## config.mk

```make
export PLATFORM = sky130hd
export DESIGN_NAME = keyed_software_interrupt_unit
export DESIGN_NICKNAME = d
export VERILOG_FILES = /design/src/sv/ksiu_pkg.sv /design/src/sv/keyed_software_interrupt_unit.sv /design/src/sv/ksiu_core.sv
export SDC_FILE = /design/constraint.sdc
export NUM_CORES = 1
export LEC_CHECK = 0
export BUFFER_PORTS_ARGS = -buffer_cell sky130_fd_sc_hd__clkbuf_2
export CORE_MARGIN = 2
export CORE_UTILIZATION = 25
export CTS_CLUSTER_DIAMETER = 120
export DETAILED_ROUTE_END_ITERATION = 10
export PLACE_DENSITY_LB_ADDON = 0.05
export SETUP_SLACK_MARGIN = 0.5
export SYNTH_ARGS = -nofsm -noshare
export SYNTH_HDL_FRONTEND = slang
export SYNTH_SLANG_ARGS = --single-unit
export TNS_END_PERCENT = 1
```

## constraint.sdc

```tcl
create_clock -name clock -period 6.1 [get_ports clock]
set_clock_uncertainty 0.2 [all_clocks]
set_input_delay 0.305 -clock clock [delete_from_list [all_inputs] [get_ports clock]]
set_output_delay 0.305 -clock clock [all_outputs]
set_load 0.01 [all_outputs]
```

## src/sv/ksiu_pkg.sv

```systemverilog
// Shared types, register offsets and key constants for the keyed software interrupt unit.
package ksiu_pkg;

   localparam int unsigned NUM_CHANNELS = 4;
   localparam int unsigned CHAN_W       = 2;

   // access kinds
   localparam logic FUNC_READ  = 1'b0;
   localparam logic FUNC_WRITE = 1'b1;

   // register offsets
   localparam logic [7:0] REQ_BASE  = 8'hB0;
   localparam logic [7:0] REQ_LAST  = 8'hBC;
   localparam logic [7:0] ESR_ADDR  = 8'hE0;
   localparam logic [7:0] VEC_ADDR  = 8'hF4;
   localparam logic [7:0] FLAG_ADDR = 8'hF8;

   localparam logic [31:0] KEY_MASK  = 32'h0000_FF00;
   localparam logic [31:0] DATA_MASK = 32'h0000_00FF;
   localparam logic [31:0] RST_SET   = 32'h0000_8000;
   localparam logic [31:0] RST_KEEP  = 32'h0000_4000;

   typedef struct packed {
      logic        func;
      logic [7:0]  addr;
      logic [31:0] wdata;
   } access_type;

   typedef struct packed {
      logic [31:0] rdata;
      logic        irq_level;
      logic        reset_request;
   } result_type;

   // key pattern (bits 15:8) for each request channel
   function automatic logic [31:0] chan_key(input logic [CHAN_W-1:0] ch);
      logic [31:0] key;
      case (ch)
         2'd0:    key = 32'h0000_7500;
         2'd1:    key = 32'h0000_8400;
         2'd2:    key = 32'h0000_9300;
         default: key = 32'h0000_A200;
      endcase
      return key;
   endfunction

endpackage

```

## src/sv/keyed_software_interrupt_unit.sv

```systemverilog
// Top level of the keyed software interrupt unit: input register, access logic, result register.
//
//   channel | ports                                        | direction
//   --------+----------------------------------------------+----------
//   request | req_valid req_ready req_func req_addr req_wdata | in
//   result  | rsp_valid rsp_ready rsp_rdata rsp_irq_level    | out
//           | rsp_reset_request                            |
//
// Each transaction lands in the input register, is processed in one pass
// through the access logic and is written to the result register, and one
// transaction per cycle sustains while rsp_ready keeps the result register
// draining.
// Register state (request bytes, pending flags) updates as the transaction
// moves into the result register, keeping state changes in bus order.
// Reset (synchronous) clears both stages, the request bytes and the flags.
// A stalled result holds the result register; the input register still takes
// a new transaction while it is empty, then stalls too.
module keyed_software_interrupt_unit (
   input  logic        clock,
   input  logic        reset,
   input  logic        req_valid,
   output logic        req_ready,
   input  logic        req_func,
   input  logic [7:0]  req_addr,
   input  logic [31:0] req_wdata,
   output logic        rsp_valid,
   input  logic        rsp_ready,
   output logic [31:0] rsp_rdata,
   output logic        rsp_irq_level,
   output logic        rsp_reset_request
);
   import ksiu_pkg::*;

   logic       s1_valid_ff, s1_valid_in;
   access_type s1_acc_ff,   s1_acc_in;
   logic       s2_valid_ff, s2_valid_in;
   result_type s2_res_ff,   s2_res_in;

   logic       advance;
   result_type core_res;

   // stage 1 moves forward when the result register is free or being drained
   assign advance   = s1_valid_ff && (!s2_valid_ff || rsp_ready);
   assign req_ready = !s1_valid_ff || advance;

   ksiu_core u_core (
      .clock  (clock),
      .reset  (reset),
      .commit (advance),
      .acc    (s1_acc_ff),
      .res    (core_res)
   );

   always_comb begin
      s1_valid_in = s1_valid_ff;
      s1_acc_in   = s1_acc_ff;
      if (req_valid && req_ready) begin
         s1_valid_in = 1'b1;
         s1_acc_in   = '{func: req_func, addr: req_addr, wdata: req_wdata};
      end else if (advance) begin
         s1_valid_in = 1'b0;
      end

      s2_valid_in = s2_valid_ff;
      s2_res_in   = s2_res_ff;
      if (advance) begin
         s2_valid_in = 1'b1;
         s2_res_in   = core_res;
      end else if (rsp_ready) begin
         s2_valid_in = 1'b0;
      end
   end

   always_ff @(posedge clock) begin
      if (reset) begin
         s1_valid_ff <= 1'b0;
         s2_valid_ff <= 1'b0;
      end else begin
         s1_valid_ff <= s1_valid_in;
         s2_valid_ff <= s2_valid_in;
      end
      s1_acc_ff <= s1_acc_in;
      s2_res_ff <= s2_res_in;
   end

   assign rsp_valid         = s2_valid_ff;
   assign rsp_rdata         = s2_res_ff.rdata;
   assign rsp_irq_level     = s2_res_ff.irq_level;
   assign rsp_reset_request = s2_res_ff.reset_request;

   // reads never raise a reset request
   a_read_no_reset: assert property (@(posedge clock) disable iff (reset)
      (advance && s1_acc_ff.func == FUNC_READ) |=> !rsp_reset_request)
      else $error("reset request on a read transaction");

   // writes return zero read data
   a_write_zero_data: assert property (@(posedge clock) disable iff (reset)
      (advance && s1_acc_ff.func == FUNC_WRITE) |=> (rsp_rdata == '0))
      else $error("nonzero read data on a write transaction");

   // a blocked transaction in the input register is held, not dropped
   a_s1_hold: assert property (@(posedge clock) disable iff (reset)
      (s1_valid_ff && !advance) |=> (s1_valid_ff && $stable(s1_acc_ff)))
      else $error("stalled transaction lost from input register");

endmodule

```

## src/sv/ksiu_core.sv

```systemverilog
// Register state and single-pass access logic of the keyed software interrupt unit.
module ksiu_core (
   input  logic                  clock,
   input  logic                  reset,
   input  logic                  commit,
   input  ksiu_pkg::access_type  acc,
   output ksiu_pkg::result_type  res
);
   import ksiu_pkg::*;

   logic [7:0]              request_data_ff [NUM_CHANNELS];
   logic [7:0]              request_data_in [NUM_CHANNELS];
   logic [NUM_CHANNELS-1:0] pending_ff;
   logic [NUM_CHANNELS-1:0] pending_in;

   logic              is_req;
   logic [CHAN_W-1:0] ch;
   logic              key_ok;
   logic [2:0]        vec;
   logic [NUM_CHANNELS-1:0] vec_clr;

   assign is_req = (acc.addr >= REQ_BASE) && (acc.addr <= REQ_LAST);
   assign ch     = acc.addr[3:2];
   assign key_ok = ((acc.wdata & KEY_MASK) == chan_key(ch));

   // lowest pending channel, one-based
   always_comb begin
      vec     = 3'd0;
      vec_clr = '0;
      if (pending_ff[0]) begin
         vec = 3'd1; vec_clr = 4'b0001;
      end else if (pending_ff[1]) begin
         vec = 3'd2; vec_clr = 4'b0010;
      end else if (pending_ff[2]) begin
         vec = 3'd3; vec_clr = 4'b0100;
      end else if (pending_ff[3]) begin
         vec = 3'd4; vec_clr = 4'b1000;
      end
   end

   always_comb begin
      request_data_in   = request_data_ff;
      pending_in        = pending_ff;
      res.rdata         = '0;
      res.reset_request = 1'b0;
      if (acc.func == FUNC_WRITE) begin
         if (is_req) begin
            if (key_ok) begin
               request_data_in[ch] = acc.wdata[7:0];
               pending_in          = pending_ff | (NUM_CHANNELS'(1) << ch);
            end
         end else if (acc.addr == ESR_ADDR) begin
            res.reset_request = ((acc.wdata & RST_SET) != '0) ||
                                ((acc.wdata & RST_KEEP) == '0);
         end else if (acc.addr == FLAG_ADDR) begin
            pending_in = pending_ff & ~acc.wdata[NUM_CHANNELS-1:0];
         end
      end else begin
         if (is_req) begin
            res.rdata = {24'd0, request_data_ff[ch]};
         end else if (acc.addr == VEC_ADDR) begin
            res.rdata  = {29'd0, vec};
            pending_in = pending_ff & ~vec_clr;
         end else if (acc.addr == FLAG_ADDR) begin
            res.rdata = {28'd0, pending_ff};
         end
      end
      res.irq_level = (pending_in != '0);
   end

   always_ff @(posedge clock) begin
      if (reset) begin
         pending_ff <= '0;
         for (int i = 0; i < NUM_CHANNELS; i++) begin
            request_data_ff[i] <= '0;
         end
      end else if (commit) begin
         pending_ff      <= pending_in;
         request_data_ff <= request_data_in;
      end
   end

endmodule
```

; ---- After elaboration in Yosys (flattened, before gate mapping)
; Index checks and enable logic that the tools add are counted.
[word_totals]
input_bits = 45
word_cells = 79
output_inout_bits = 36
reg_bits = 97
[classes]
n_lt_le_gt_ge = 4
muxes = 29
n_eq_ne = 6
n_bitwise = 8
n_reduce_logical = 17
n_shift = 1
[ops]
columns = cell, n
row1 = two-way mux 4 bit, 12
row2 = case mux 16 bit (3 select lines), 1
row3 = two-way mux 8 bit, 5
row4 = bitwise mux 32 bit, 1
row5 = zero test 32 bit, 1
row6 = "== test 8 bit, second input constant", 3
row7 = binary-select mux 8 bit (select 2 bit), 1
row8 = demux 8 bit (select 2 bit), 1
row9 = == test 16 bit, 1
row10 = two-way mux 3 bit, 4
row11 = bitwise AND 4 bit, 2
row12 = "greater-or-equal comparator 8 bit, second input constant", 1
row13 = "<= comparator 8 bit, second input constant", 1
row14 = NOT 4 bit, 2
row15 = OR reduction 3 bit, 2
row16 = logical AND 1 bit, 4
row17 = two-way mux 1 bit, 4
row18 = OR 4 bit, 1
row19 = AND reduction 4 bit, 1
row20 = nonzero test 2 bit, 2
row21 = nonzero test 4 bit, 1
row22 = "left shift 1 x 2 -> 4 bit, first input constant", 1
row23 = "greater-or-equal comparator 3 bit, second input constant", 1
row24 = logical OR 1 bit, 3
row25 = other kinds (7), 9

; ---- Logic depth before layout (Yosys ltp)
; Gate-level depths: netlist of the first run.
[logic_depth]
depth_word = 10
depth_mapped = 8
depth_no_buf = 6

; ---- Hierarchy
; A second synthesis of the first run with hierarchy kept.
[unflattened]
hier_cells = 354
hier_area_um2 = 4768.3
[by_module_without_submodules]
columns = module, n_inst, cells_per_inst, area_per_inst_um2, seq_area_each_um2
row1 = ksiu_core, 1, 269, 2412.3, 720.7
row2 = keyed_software_interrupt_unit, 1, 85, 2356.0, 2292.2

; ---- Worst setup path after synthesis of the first run
; No wires, ideal clock.
[synth_timing]
path_kind = reg2reg
startpoint = register s1_acc_ff[35] (netlist bit)
endpoint = register u_core.request_data_ff[10] (netlist bit)
stages_incl_launch_ff = 9
synth_period_minus_slack_ps = 2612
setup_slack_ps = 3488
required_ps = 5828
t_arrival_ps = 2340
path_cell_list = edfxtp_1 -> clkbuf_1 -> inv_1 -> ha_1 -> or4_4 -> a22oi_4 -> and4_1 -> buf_6 -> mux2i_1
[synth_between]
elab_chain_len = 6
word_cells_on_any_way = 16
[synth_rtl]
columns = element, line_no
row1 = "start, declared", keyed_software_interrupt_unit.sv:35  ; access_type s1_acc_ff, s1_acc_in;
row2 = "start signal, assigned", keyed_software_interrupt_unit.sv:82  ; s1_acc_ff <= s1_acc_in;
row3 = NOT 2 -> 3 bit (implied by the code), ksiu_core.sv:49  ; request_data_in[ch] = acc.wdata[7:0];
row4 = greater-or-equal comparator 3 bit (implied by the code) / < comparator 3 x 1 -> 1 bit (equally long branches), ksiu_core.sv:49
row5 = logical AND 1 bit (implied by the code), ksiu_core.sv:49
row6 = two-way mux 8 bit (implied by the code), ksiu_core.sv:49
row7 = demux 8 bit (select 2 bit), ksiu_core.sv:49
row8 = bitwise mux 32 bit, ksiu_core.sv:49
row9 = "end signal, assigned", ksiu_core.sv:79  ; request_data_ff <= request_data_in;
row10 = "end, declared", ksiu_core.sv:11  ; logic [7:0] request_data_ff [NUM_CHANNELS];
; Parallel ways exist; a longest one is shown, timed or not.
; A chain may end at the register's enable or synchronous reset.

; ---- Worst setup path in the final report of the first run
[layout_timing]
startpoint = register s1_acc_ff[34] (netlist bit)
endpoint = register u_core.request_data_ff[27] (netlist bit)
; The elaborated chain is that of the path after synthesis.

==> summary.txt, run 1 <==
Logic synthesis
  – Cells after synthesis: between 200 and 300
  – EDFF count, synth: 35
  – Register bit total from synthesis: 73
  – Mean post-synth cell area: 12.2 µm²
  – Leading register cell type out of synthesis: dfxtp_1
  – Async SR Flop Fraction: 0%
  – Main combinational cell family by area after synthesis: simple AND/OR/NAND/NOR gates
  – Synth Area in Adders: 1.80%
  – Compound-Gate Fraction of Synth Area: 6.05%
  – Top cell type by total area after synthesis: edfxtp_1
  – Synth area leaders: edfxtp_1, dfxtp_1, mux2i_1, nand2b_1, buf_4
  – Synth top area share: 30.3%
  – Mapped Area: 3470 µm²
  – Simple-gate share of the synthesized area: 16.8%
  – Unique masters post-synth: 48
  – Multiplexer area fraction after synthesis: 14.4%
  – Ys Warns: 0
  – Synth Area in XOR/XNOR: 0.756%
  – Register area share after synthesis: 52.2%

Global routing
  – Gr usage total: between 10% and 20%
  – Vias in the first global route: 2210
  – GR Overflow Total: 0
  – Initial antenna violation count: 0
  – First-pass GRT wire length: ~13 mm
  – Largest net degree at the start of global routing: between 40 and 50

STA
  – Slew Viols, Final: 0
  – Period utilization: 59.2%
  – Slew HR: between 40% and 50%
  – Fin worst setup slack: 2.49 ns
  – Final min period: ~3.6 ns
  – Fmax: 277 MHz
  – Hold slack: roughly 0.077 ns
  – Setup TNS: 0 ns
  – Setup Viol. Count Final: 0
  – RSZ-0062 raised after global routing: no
  – Final Hold Fails: 0
  – Least-Margin Pin Slew: roughly 0.87 ns

Worst setup path
  – Required @ worst endpoint: between 6 and 7 ns
  – Reg2reg start: s1_acc_ff[34]
  – CP arrival: 3.66 ns
  – CP Launch Type: flip-flop
  – CP endpoint kind: flip-flop
  – Critical path origin: s1_acc_ff[34]
  – Max Fanout on Critical Path: 11
  – Critical path class: flip-flop to flip-flop

Routing
  – Vias: 2237
  – Antenna-violating nets left: 0
  – Drt wl/cell: between 10 and 15 µm
  – DR vias/cell: 4.19
  – Drt total wl: 7.99 mm
  – Drt first-iter violations: 132
  – DRT Pass-1 Iters: 4
  – DRC viols: 0

CTS
  – Cts hold-fix bufs: 26
  – Clock sinks: 73
  – Clock transition at the registers of the reported paths: 0.06 ns
  – # H-tree levels: 3
  – CTS tree: built
  – CTS root buffer: clkbuf_16
  – Worst skew pair latency: 0.34 ns
  – CTS buffer count: 9
  – Setup Buffers After CTS: 0
  – Post-cts sizing count: 0
  – Max clock buf depth: 2

Final layout
  – Final cell count without fillers: 534
  – Commonest non-fill, non-tap cell in the layout: nand2b_1
  – Nets: 399
  – Most frequent cells in the layout: nand2b_1, clkbuf_2, dfxtp_1, edfxtp_1, mux2i_1
  – Area Overhead vs Synth: 23.0%
  – Layout cells sized above 1: 20.1%
  – Fin area: 4270 µm²
  – Final core utilization: 31.1%
  – Diode count: 0

Place
  – DPL Wire Length: between 5 and 6 mm
  – Post-DP Area: roughly 3700 µm²
  – Placed instance count: 492
  – Pre-CTS setup slack: 2.38 ns
  – Port buffer count: 40
  – Placer Congestion: 0.719

Status
  – Status: complete, no violations

Die
  – DIE AREA: ~15000 µm²
  – Initial Utilization: about a quarter
  – IO Count: ~80
  – Core Area: 13700 µm²
  – Height of the die: 122 µm
  – Core Rows: 43
  – Die X: 122 µm

Flow run
  – Max-Cap Viols: 0

Pwr
  – Pleak: 1.75 nW
  – Final Power: between 1 and 1.5 mW
  – Worst vdd ir: 0.120 mV
  – PwrDens: 259 nW/µm²

Hold path
  – Hold crit path type: input port to flip-flop
  – Hold_sp: rsp_ready
## area by class of cell
| class | instances | area, µm² |
|---|---|---|
| clock inverters | 3 | 15.0 |
| clock buffers | 13 | 260 |
| fillers | 1397 | 9450 |
| repair buffers | 67 | 468 |
| flip-flops and latches | 73 | 1810 |
| well taps | 180 | 225 |
| multi-input cells | 193 | 1470 |
| inverters | 5 | 18.8 |
## path summary, 6_finish.rpt
check                          endpoint  slack [ns]  cells past startpoint
max reg2reg  u_core.request_data_ff[27]        2.49                      6
min                           rsp_valid        0.08                      4
max          u_core.request_data_ff[27]        2.49                      6
min reg2reg  u_core.request_data_ff[24]        0.27                      2
## synthesized netlist by cell type, types with 6 or more instances
cell,count
a21oi_1,6
dfxtp_1,38
mux4_2,8
and3_1,8
buf_4,24
nor2_1,9
clkbuf_1,7
mux2i_1,32
edfxtp_1,35
nand4_1,6
nand2b_1,42
## flip-flops by register name, indices dropped and copies added (netlist names)
name and cells:
u_core.request_data_ff 32, rsp_rdata 8, rsp_reset_request 1, s1_valid_ff 1, rsp_valid 1, u_core.pending_ff 4
s1_acc_ff 25, rsp_irq_level 1
## report_power, final
group	internal (mW)	leakage [nW]	switching [mW]
combinational	0.0352	0.964	0.0399
sequential	0.528	0.645	0.0123
clock	0.295	0.139	0.196
total	0.859	1.75	0.248
## metal layers
layer | global-route usage (%) | share of wire, % | routed length (µm)
met5 | 0 | 0 | 0
met4 | 6.68 | 2.4 | 191
met3 | 2.39 | 3.5 | 280
met2 | 18.5 | 48 | 3840
met1 | 14.8 | 46 | 3680
## worst max-delay path, stage by stage, from the launching register on
cell      delay (ns)
edfxtp_1        0.82
inv_1           0.19
ha_1            0.39
or4_4           0.57
a22oi_4         0.26
nand4_1         0.72
mux2i_1         0.37
## kinds of logic (layout without fill, tap and decap cells)
| group | count (synthesis) | count (layout) |
|---|---|---|
| and+or+nand+nor | 92 | 92 |
| DFF | 73 | 73 |
| buffers and inverters | 41 | 88 |
| muxes | 40 | 40 |
| AOI/OAI and AO/OA | 29 | 29 |
| adders and majority gates | 5 | 5 |
| xor gates and xnor gates | 3 | 3 |
| other | 1 | 24 |
Note: power is estimated with default switching activity, not from simulation.
==> inputs of run 2 (changes only) <==
ABC_AREA = 1   (was default)
clock period = 3.2 ns   (was 6.1 ns; I/O delays follow)
==> summary.txt, run 2 <==
Routing
  – Drt wl/cell: 12.9 µm (was 15.0 µm)
  – Drt first-iter violations: 110 (was 132)
  – DR vias/cell: 4.13 (was 4.19)
  – Vias: 2966 (was 2237)
  – Drt total wl: 9.25 mm (was 7.99 mm)
  – Antenna-violating nets left: 0 (unchanged)
  – DRC viols: 0 (unchanged)
  – DRT Pass-1 Iters: 4 (unchanged)

CTS
  – Clock sinks: 73 (unchanged)
  – Clock transition at the registers of the reported paths: 0.06 ns (about the same)
  – CTS root buffer: clkbuf_16 (unchanged)
  – Max clock buf depth: 2 (unchanged)
  – CTS tree: built (unchanged)
  – CTS buffer count: 9 (unchanged)
  – # H-tree levels: 3 (unchanged)
  – Worst skew pair latency: 0.34 ns (about the same)

Logic synthesis
  – Mapped Area: 3700 µm² (was 3470 µm²)
  – Synth Area in XOR/XNOR: 0% (was 0.756%)
  – Unique masters post-synth: 29 (was 48)
  – Synth area leaders: edfxtp_1, dfxtp_1, nor2_1, nand2_1, buf_4 (was edfxtp_1, dfxtp_1, mux2i_1, nand2b_1, buf_4)
  – Async SR Flop Fraction: 0% (unchanged)
  – Synth top area share: 28.4% (was 30.3%)
  – Cells after synthesis: 458 (was 284)
  – Mean post-synth cell area: 8.07 µm² (was 12.2 µm²)
  – Multiplexer area fraction after synthesis: 0% (was 14.4%)
  – Compound-Gate Fraction of Synth Area: 6.57% (was 6.05%)
  – Main combinational cell family by area after synthesis: simple AND/OR/NAND/NOR gates (unchanged)
  – Synth Area in Adders: 1.69% (was 1.80%)
  – Register bit total from synthesis: 73 (unchanged)
  – Most common library cells after synthesis: nor2_1, nand2_1, inv_1 (was nand2b_1, dfxtp_1, edfxtp_1)
  – Ys Warns: 0 (unchanged)
  – Simple-gate share of the synthesized area: 29.7% (was 16.8%)
  – Top cell type by total area after synthesis: edfxtp_1 (unchanged)
  – Leading register cell type out of synthesis: dfxtp_1 (unchanged)
  – Top-count cell post-synth: nor2_1 (was nand2b_1)
  – EDFF count, synth: 35 (unchanged)
  – Register area share after synthesis: 49.0% (was 52.2%)

Worst setup path
  – CP arrival: 2.32 ns (was 3.66 ns)
  – CP Launch Type: flip-flop (unchanged)
  – Critical path class: flip-flop to flip-flop (unchanged)
  – CP endpoint kind: flip-flop (unchanged)
  – Reg-to-reg slack, setup: 0.77 ns (was 2.49 ns)
  – Max Fanout on Critical Path: 24 (was 11)
  – R2R depth: 11 (was 6)
  – Required @ worst endpoint: 3.09 ns (was 6.15 ns)

Die
  – Die X: 126 µm (was 122 µm)
  – DIE AREA: 15800 µm² (was 14900 µm²)
  – Core Area: 14500 µm² (was 13700 µm²)
  – Initial Utilization: 25.5% (was 25.3%)
  – Core Rows: 44 (was 43)
  – IO Count: 81 (unchanged)
  – Height of the die: 126 µm (was 122 µm)

Place
  – Placed instance count: 672 (was 492)
  – Placer Congestion: 0.760 (was 0.719)
  – Port buffer count: 40 (unchanged)
  – Post-DP Area: 4000 µm² (was 3740 µm²)
  – DPL Wire Length: 6.35 mm (was 5.40 mm)
  – Pre-CTS setup slack: 0.612 ns (was 2.38 ns)

Final layout
  – Multi-input logic area: 1490 µm² (was 1470 µm²)
  – Fillcell total: 1574 (was 1397)
  – Sequential cell area: 1810 µm² (unchanged)
  – Most frequent cells in the layout: nor2_1, nand2_1, inv_1, clkbuf_2, dfxtp_1 (was nand2b_1, clkbuf_2, dfxtp_1, edfxtp_1, mux2i_1)
  – Diode count: 0 (unchanged)
  – Area Overhead vs Synth: 24.4% (was 23.0%)
  – Nets: 579 (was 399)
  – Final cell count without fillers: 718 (was 534)
  – Max reg flops: 32 (unchanged)
  – Commonest non-fill, non-tap cell in the layout: nor2_1 (was nand2b_1)
  – Largest Register: u_core.request_data_ff (unchanged)
  – Final core utilization: 31.8% (was 31.1%)
  – Fin area: 4600 µm² (was 4270 µm²)
  – Layout cells sized above 1: 15.2% (was 20.1%)

STA
  – Fin worst setup slack: 0.768 ns (was 2.49 ns)
  – Least-Margin Pin Slew: 0.978 ns (was 0.869 ns)
  – Hold slack: 0.250 ns (was 0.0771 ns)
  – RSZ-0062 raised after global routing: no (unchanged)
  – Period utilization: 76.0% (was 59.2%)
  – Slew Viols, Final: 0 (unchanged)
  – Fmax: 411 MHz (was 277 MHz)
  – Setup TNS: 0 ns (unchanged)
  – Slew HR: 34.7% (was 41.9%)
  – Setup Viol. Count Final: 0 (unchanged)
  – Final min period: 2.43 ns (was 3.61 ns)
  – Final Hold Fails: 0 (unchanged)

Flow run
  – Max-Cap Viols: 0 (unchanged)

Global routing
  – Gr usage total: 12.3% (was 11.7%)
  – First-pass GRT wire length: 14.8 mm (was 12.5 mm)
  – GR Overflow Total: 0 (unchanged)
  – Largest net degree at the start of global routing: 41 (was 47)
  – Initial antenna violation count: 0 (unchanged)
  – Vias in the first global route: 2794 (was 2210)

Pwr
  – Clk pwr share: 45.4% (was 44.4%)
  – Pleak: 2.05 nW (was 1.75 nW)
  – Combinational Power Share: 9.1% (was 6.8%)
  – P_sw: 535 µW (was 248 µW)
  – Worst vdd ir: 0.214 mV (was 0.120 mV)
  – Final Power: 2.26 mW (was 1.11 mW)
  – Switch share: 23.6% (was 22.4%)
  – Pint: 1.73 mW (was 859 µW)
  – PwrDens: 492 nW/µm² (was 259 nW/µm²)
  – Sequential share of power: 45.5% (was 48.8%)

Hold path
  – Hold crit path type: input port to flip-flop (unchanged)
  – Hold path depth: 6 (was 4)

Status
  – Status: complete, no violations (unchanged)
==> run 2: changes by cell type after synthesis, sizes merged, moves of 16 or more <==
cell	change
a21oi	+16
inv	+45
mux2i	-32
nand2	+82
nand2b	-42
nand3	+17
nand4	+23
nor2	+92
o21ai	+19
==> run 2: layout make-up <==
cell class,count,share of cell area (%)
clock buffer,13,5.66
clock inverter,3,0.843
inverter,54,4.60
multi-input combinational,315,32.4
sequential,73,39.4
tap,184,5.01
timing repair buffer,76,12.1
==> run 2: timing repair <==
item / 4_1_cts / 5_1_grt
gates resized for setup: 0 / 1
setup buffers: 0 / 1
hold buffers: 29 / 0
hold endpoints to repair: 31 / 0
endpoints found under the setup margin: 0 / 33
==> run 2: worst max-delay path, cell delays in order, from the launching register on <==
cell and delay [ns]:
edfxtp_1 0.40, buf_4 0.30, ha_1 0.20, inv_1 0.08, nor2_1 0.15, nand2_1 0.11, nor2_1 0.26, nand3_1 0.11
nand3_1 0.12, nand2_1 0.06, nor2_1 0.11, nand2_1 0.08
==> run 2: final timing paths <==
| check | endpoint | from |
|---|---|---|
| worst min-delay path | u_core.pending_ff[0] | rsp_ready |
| worst min register to register | u_core.request_data_ff[11] | u_core.request_data_ff[11] |
| worst max register to register | rsp_irq_level | s1_acc_ff[34] |
| worst max-delay path | rsp_irq_level | s1_acc_ff[34] |
==> run 2: routing by layer <==
metal	share of wire [%]	GRT usage, %	vias to the layer above
met5	0	0	-
met4	1.9	6.41	0
met3	5.4	2.78	12
met2	42	18.2	70
met1	51	16.6	1306
li1	-	-	1578
==> run 2: power by group through the flow <==
stage	registers [mW]	clock network, mW	logic [mW]
after floorplan	1.05	0	0.138
after CTS	1.03	1.06	0.207
final	1.03	1.03	0.206
after global routing	1.03	1.10	0.234
after global placement	1.05	0	0.179
after detailed placement	1.05	0	0.179
==> run 2: cells by family (layout without fill, tap and decap cells) <==
kind of cell,after synthesis,count (layout)
AO/OA/AOI/OAI,48,48
adder cells (fa/ha/maj),5,5
buffers and inverters,93,146
flip-flops,73,73
other,1,24
AND/OR/NAND/NOR,238,238
==> inputs of run 3 (changes only) <==
ABC_AREA = 0   (was 1)
clock period = 2.2 ns   (was 3.2 ns; I/O delays follow)
==> summary.txt, run 3 (same netlist as run 1, synthesis figures left out) <==
Routing
  – Vias: 2390 (was 2966)
  – DR vias/cell: 4.25 (was 4.13)
  – Max layer used: met4 (unchanged)
  – DRT Pass-1 Iters: 5 (was 4)
  – Drt first-iter violations: 69 (was 110)
  – Drt total wl: 7.88 mm (was 9.25 mm)
  – M1 WL: 3.71 mm (was 4.68 mm)
  – Drt wl/cell: 14.0 µm (was 12.9 µm)
  – Met3 wire length: 244 µm (was 501 µm)
  – Met2 wire length: 3.75 mm (was 3.89 mm)
  – DRC viols: 0 (unchanged)
  – Antenna-violating nets left: 0 (unchanged)

STA
  – Final min period: 2.28 ns (was 2.43 ns)
  – Period utilization: 103% (was 76.0%)
  – Fmax: 439 MHz (was 411 MHz)
  – RSZ-0062 raised after global routing: yes (was no)
  – Least-Margin Pin Slew: 0.608 ns (was 0.978 ns)
  – Slew HR: 59.5% (was 34.7%)
  – Slew Viols, Final: 0 (unchanged)
  – Fin worst setup slack: -0.0759 ns (was 0.768 ns)
  – Setup Viol. Count Final: 29 (was 0)
  – Final Hold Fails: 0 (unchanged)
  – Hold slack: 0.188 ns (was 0.250 ns)
  – Setup TNS: -1.11 ns (was 0 ns)

Final layout
  – Fin area: 4720 µm² (was 4600 µm²)
  – Layout cells sized above 1: 30.4% (was 15.2%)
  – Largest Register: u_core.request_data_ff (unchanged)
  – Most frequent cells in the layout: nand2b_1, clkbuf_2, dfxtp_1, edfxtp_1, mux2i_1 (was nor2_1, nand2_1, inv_1, clkbuf_2, dfxtp_1)
  – Commonest non-fill, non-tap cell in the layout: nand2b_1 (was nor2_1)
  – Fillcell total: 1369 (was 1574)
  – Diode count: 0 (unchanged)
  – Final cell count without fillers: 562 (was 718)
  – Max reg flops: 32 (unchanged)
  – Area Overhead vs Synth: 35.8% (was 24.4%)
  – Multi-input logic area: 1620 µm² (was 1490 µm²)
  – Nets: 427 (was 579)
  – Final core utilization: 34.4% (was 31.8%)
  – Sequential cell area: 1810 µm² (unchanged)

Place
  – DPL Wire Length: 5.62 mm (was 6.35 mm)
  – Placed instance count: 516 (was 672)
  – Post-DP Area: 3950 µm² (was 4000 µm²)
  – Pre-CTS setup slack: -0.145 ns (was 0.612 ns)
  – Placer Congestion: 0.787 (was 0.760)
  – Port buffer count: 40 (unchanged)

Die
  – DIE AREA: 14900 µm² (was 15800 µm²)
  – Initial Utilization: 25.3% (was 25.5%)
  – Core Area: 13700 µm² (was 14500 µm²)
  – Die X: 122 µm (was 126 µm)
  – IO Count: 81 (unchanged)
  – Height of the die: 122 µm (was 126 µm)
  – Core Rows: 43 (was 44)

CTS
  – Worst skew pair latency: 0.33 ns (was 0.34 ns)
  – Clock sinks: 73 (unchanged)
  – CTS buffer count: 9 (unchanged)
  – # H-tree levels: 3 (unchanged)
  – Max clock buf depth: 2 (unchanged)
  – Clock transition at the registers of the reported paths: 0.06 ns (about the same)
  – CTS tree: built (unchanged)
  – CTS root buffer: clkbuf_16 (unchanged)

Pwr
  – Pleak: 1.92 nW (was 2.05 nW)
  – Final Power: 3.22 mW (was 2.26 mW)
  – Worst vdd ir: 0.250 mV (was 0.214 mV)
  – PwrDens: 682 nW/µm² (was 492 nW/µm²)

Hold path
  – Hold crit path type: input port to flip-flop (unchanged)

Worst setup path
  – Max Fanout on Critical Path: 6 (was 24)
  – CP Launch Type: flip-flop (unchanged)
  – Critical path buffer and inverter count: 2 (unchanged)
  – Crit path max-delay family: simple AND/OR/NAND/NOR gates (unchanged)
  – Critical path class: flip-flop to flip-flop (unchanged)
  – Critical Path, Cell by Cell: inv_4, ha_4, or4_4, a22oi_4, nand4_1, buf_6, mux2i_1 (was buf_4, ha_1, inv_1, nor2_1, nand2_1, nor2_1, nand3_1, nand3_1, nand2_1, nor2_1, nand2_1)
  – CP arrival: 2.29 ns (was 2.32 ns)
  – CP max stage cell: or4_4 (was edfxtp_1)
  – Required @ worst endpoint: 2.21 ns (was 3.09 ns)
  – Reg-to-reg slack, setup: -0.08 ns (was 0.77 ns)
  – CP endpoint kind: flip-flop (unchanged)
  – Largest stage delay on the critical path: 0.52 ns (was 0.40 ns)

Global routing
  – First-pass GRT wire length: 12.6 mm (was 14.8 mm)
  – Initial antenna violation count: 0 (unchanged)
  – Gr usage total: 11.5% (was 12.3%)
  – Vias in the first global route: 2321 (was 2794)
  – Largest net degree at the start of global routing: 38 (was 41)
  – GR Overflow Total: 0 (unchanged)

Flow run
  – Max-Cap Viols: 0 (unchanged)

Status
  – Failing checks: negative setup slack
  – Status: finished with violations (was complete, no violations)
run 3: repair_timing:
| action | 4_1_cts | 5_1_grt |
|---|---|---|
| buffers inserted | 2 | 0 |
| hold buffers | 28 | 0 |
| setup endpoints to repair | 45 | 45 |
| cloned | 0 | 0 |
| pin swaps | 10 | 13 |
| gates resized for setup | 16 | 17 |
| endpoints found under the hold margin | 27 | 0 |
run 3: metal layers:
| layer | up-vias | GRT usage [%] |
|---|---|---|
| li1 | 1174 | - |
| met1 | 1155 | 14.8 |
| met2 | 50 | 18.3 |
| met3 | 11 | 2.53 |
| met4 | 0 | 5.82 |
| met5 | - | 0 |
run 3: final timing paths:
kind | from | end | cells after the start
min reg2reg | u_core.request_data_ff[13] | u_core.request_data_ff[13] | 2
max reg2reg | s1_acc_ff[34] | u_core.request_data_ff[31] | 7
min | reset | u_core.pending_ff[3] | 2
max | s1_acc_ff[34] | u_core.request_data_ff[31] | 7
run 3: worst register-to-register path: stages, from the launching register on:
cell,delay (ns)
edfxtp_1,0.42
inv_4,0.07
ha_4,0.16
or4_4,0.52
a22oi_4,0.24
nand4_1,0.22
buf_6,0.22
mux2i_1,0.12
run 3: power breakdown:
part           total [mW]  leakage, nW  switching [mW]  internal (mW)
logic               0.267         1.13           0.139          0.128
clock network        1.46        0.151           0.539          0.924
registers            1.49        0.641          0.0222           1.46
total                3.22         1.92           0.700           2.52
run 3: final cells by class:
cell class                      count  share of cell area [%]
Multi-Input combinational cell    193                    34.4
Timing Repair Buffer               95                    15.5
Sequential cell                    73                    38.4
Clock buffer                       15                    6.34
Tap cell                          180                    4.78
Inverter                            5                   0.451
Clock inverter                      1                   0.106
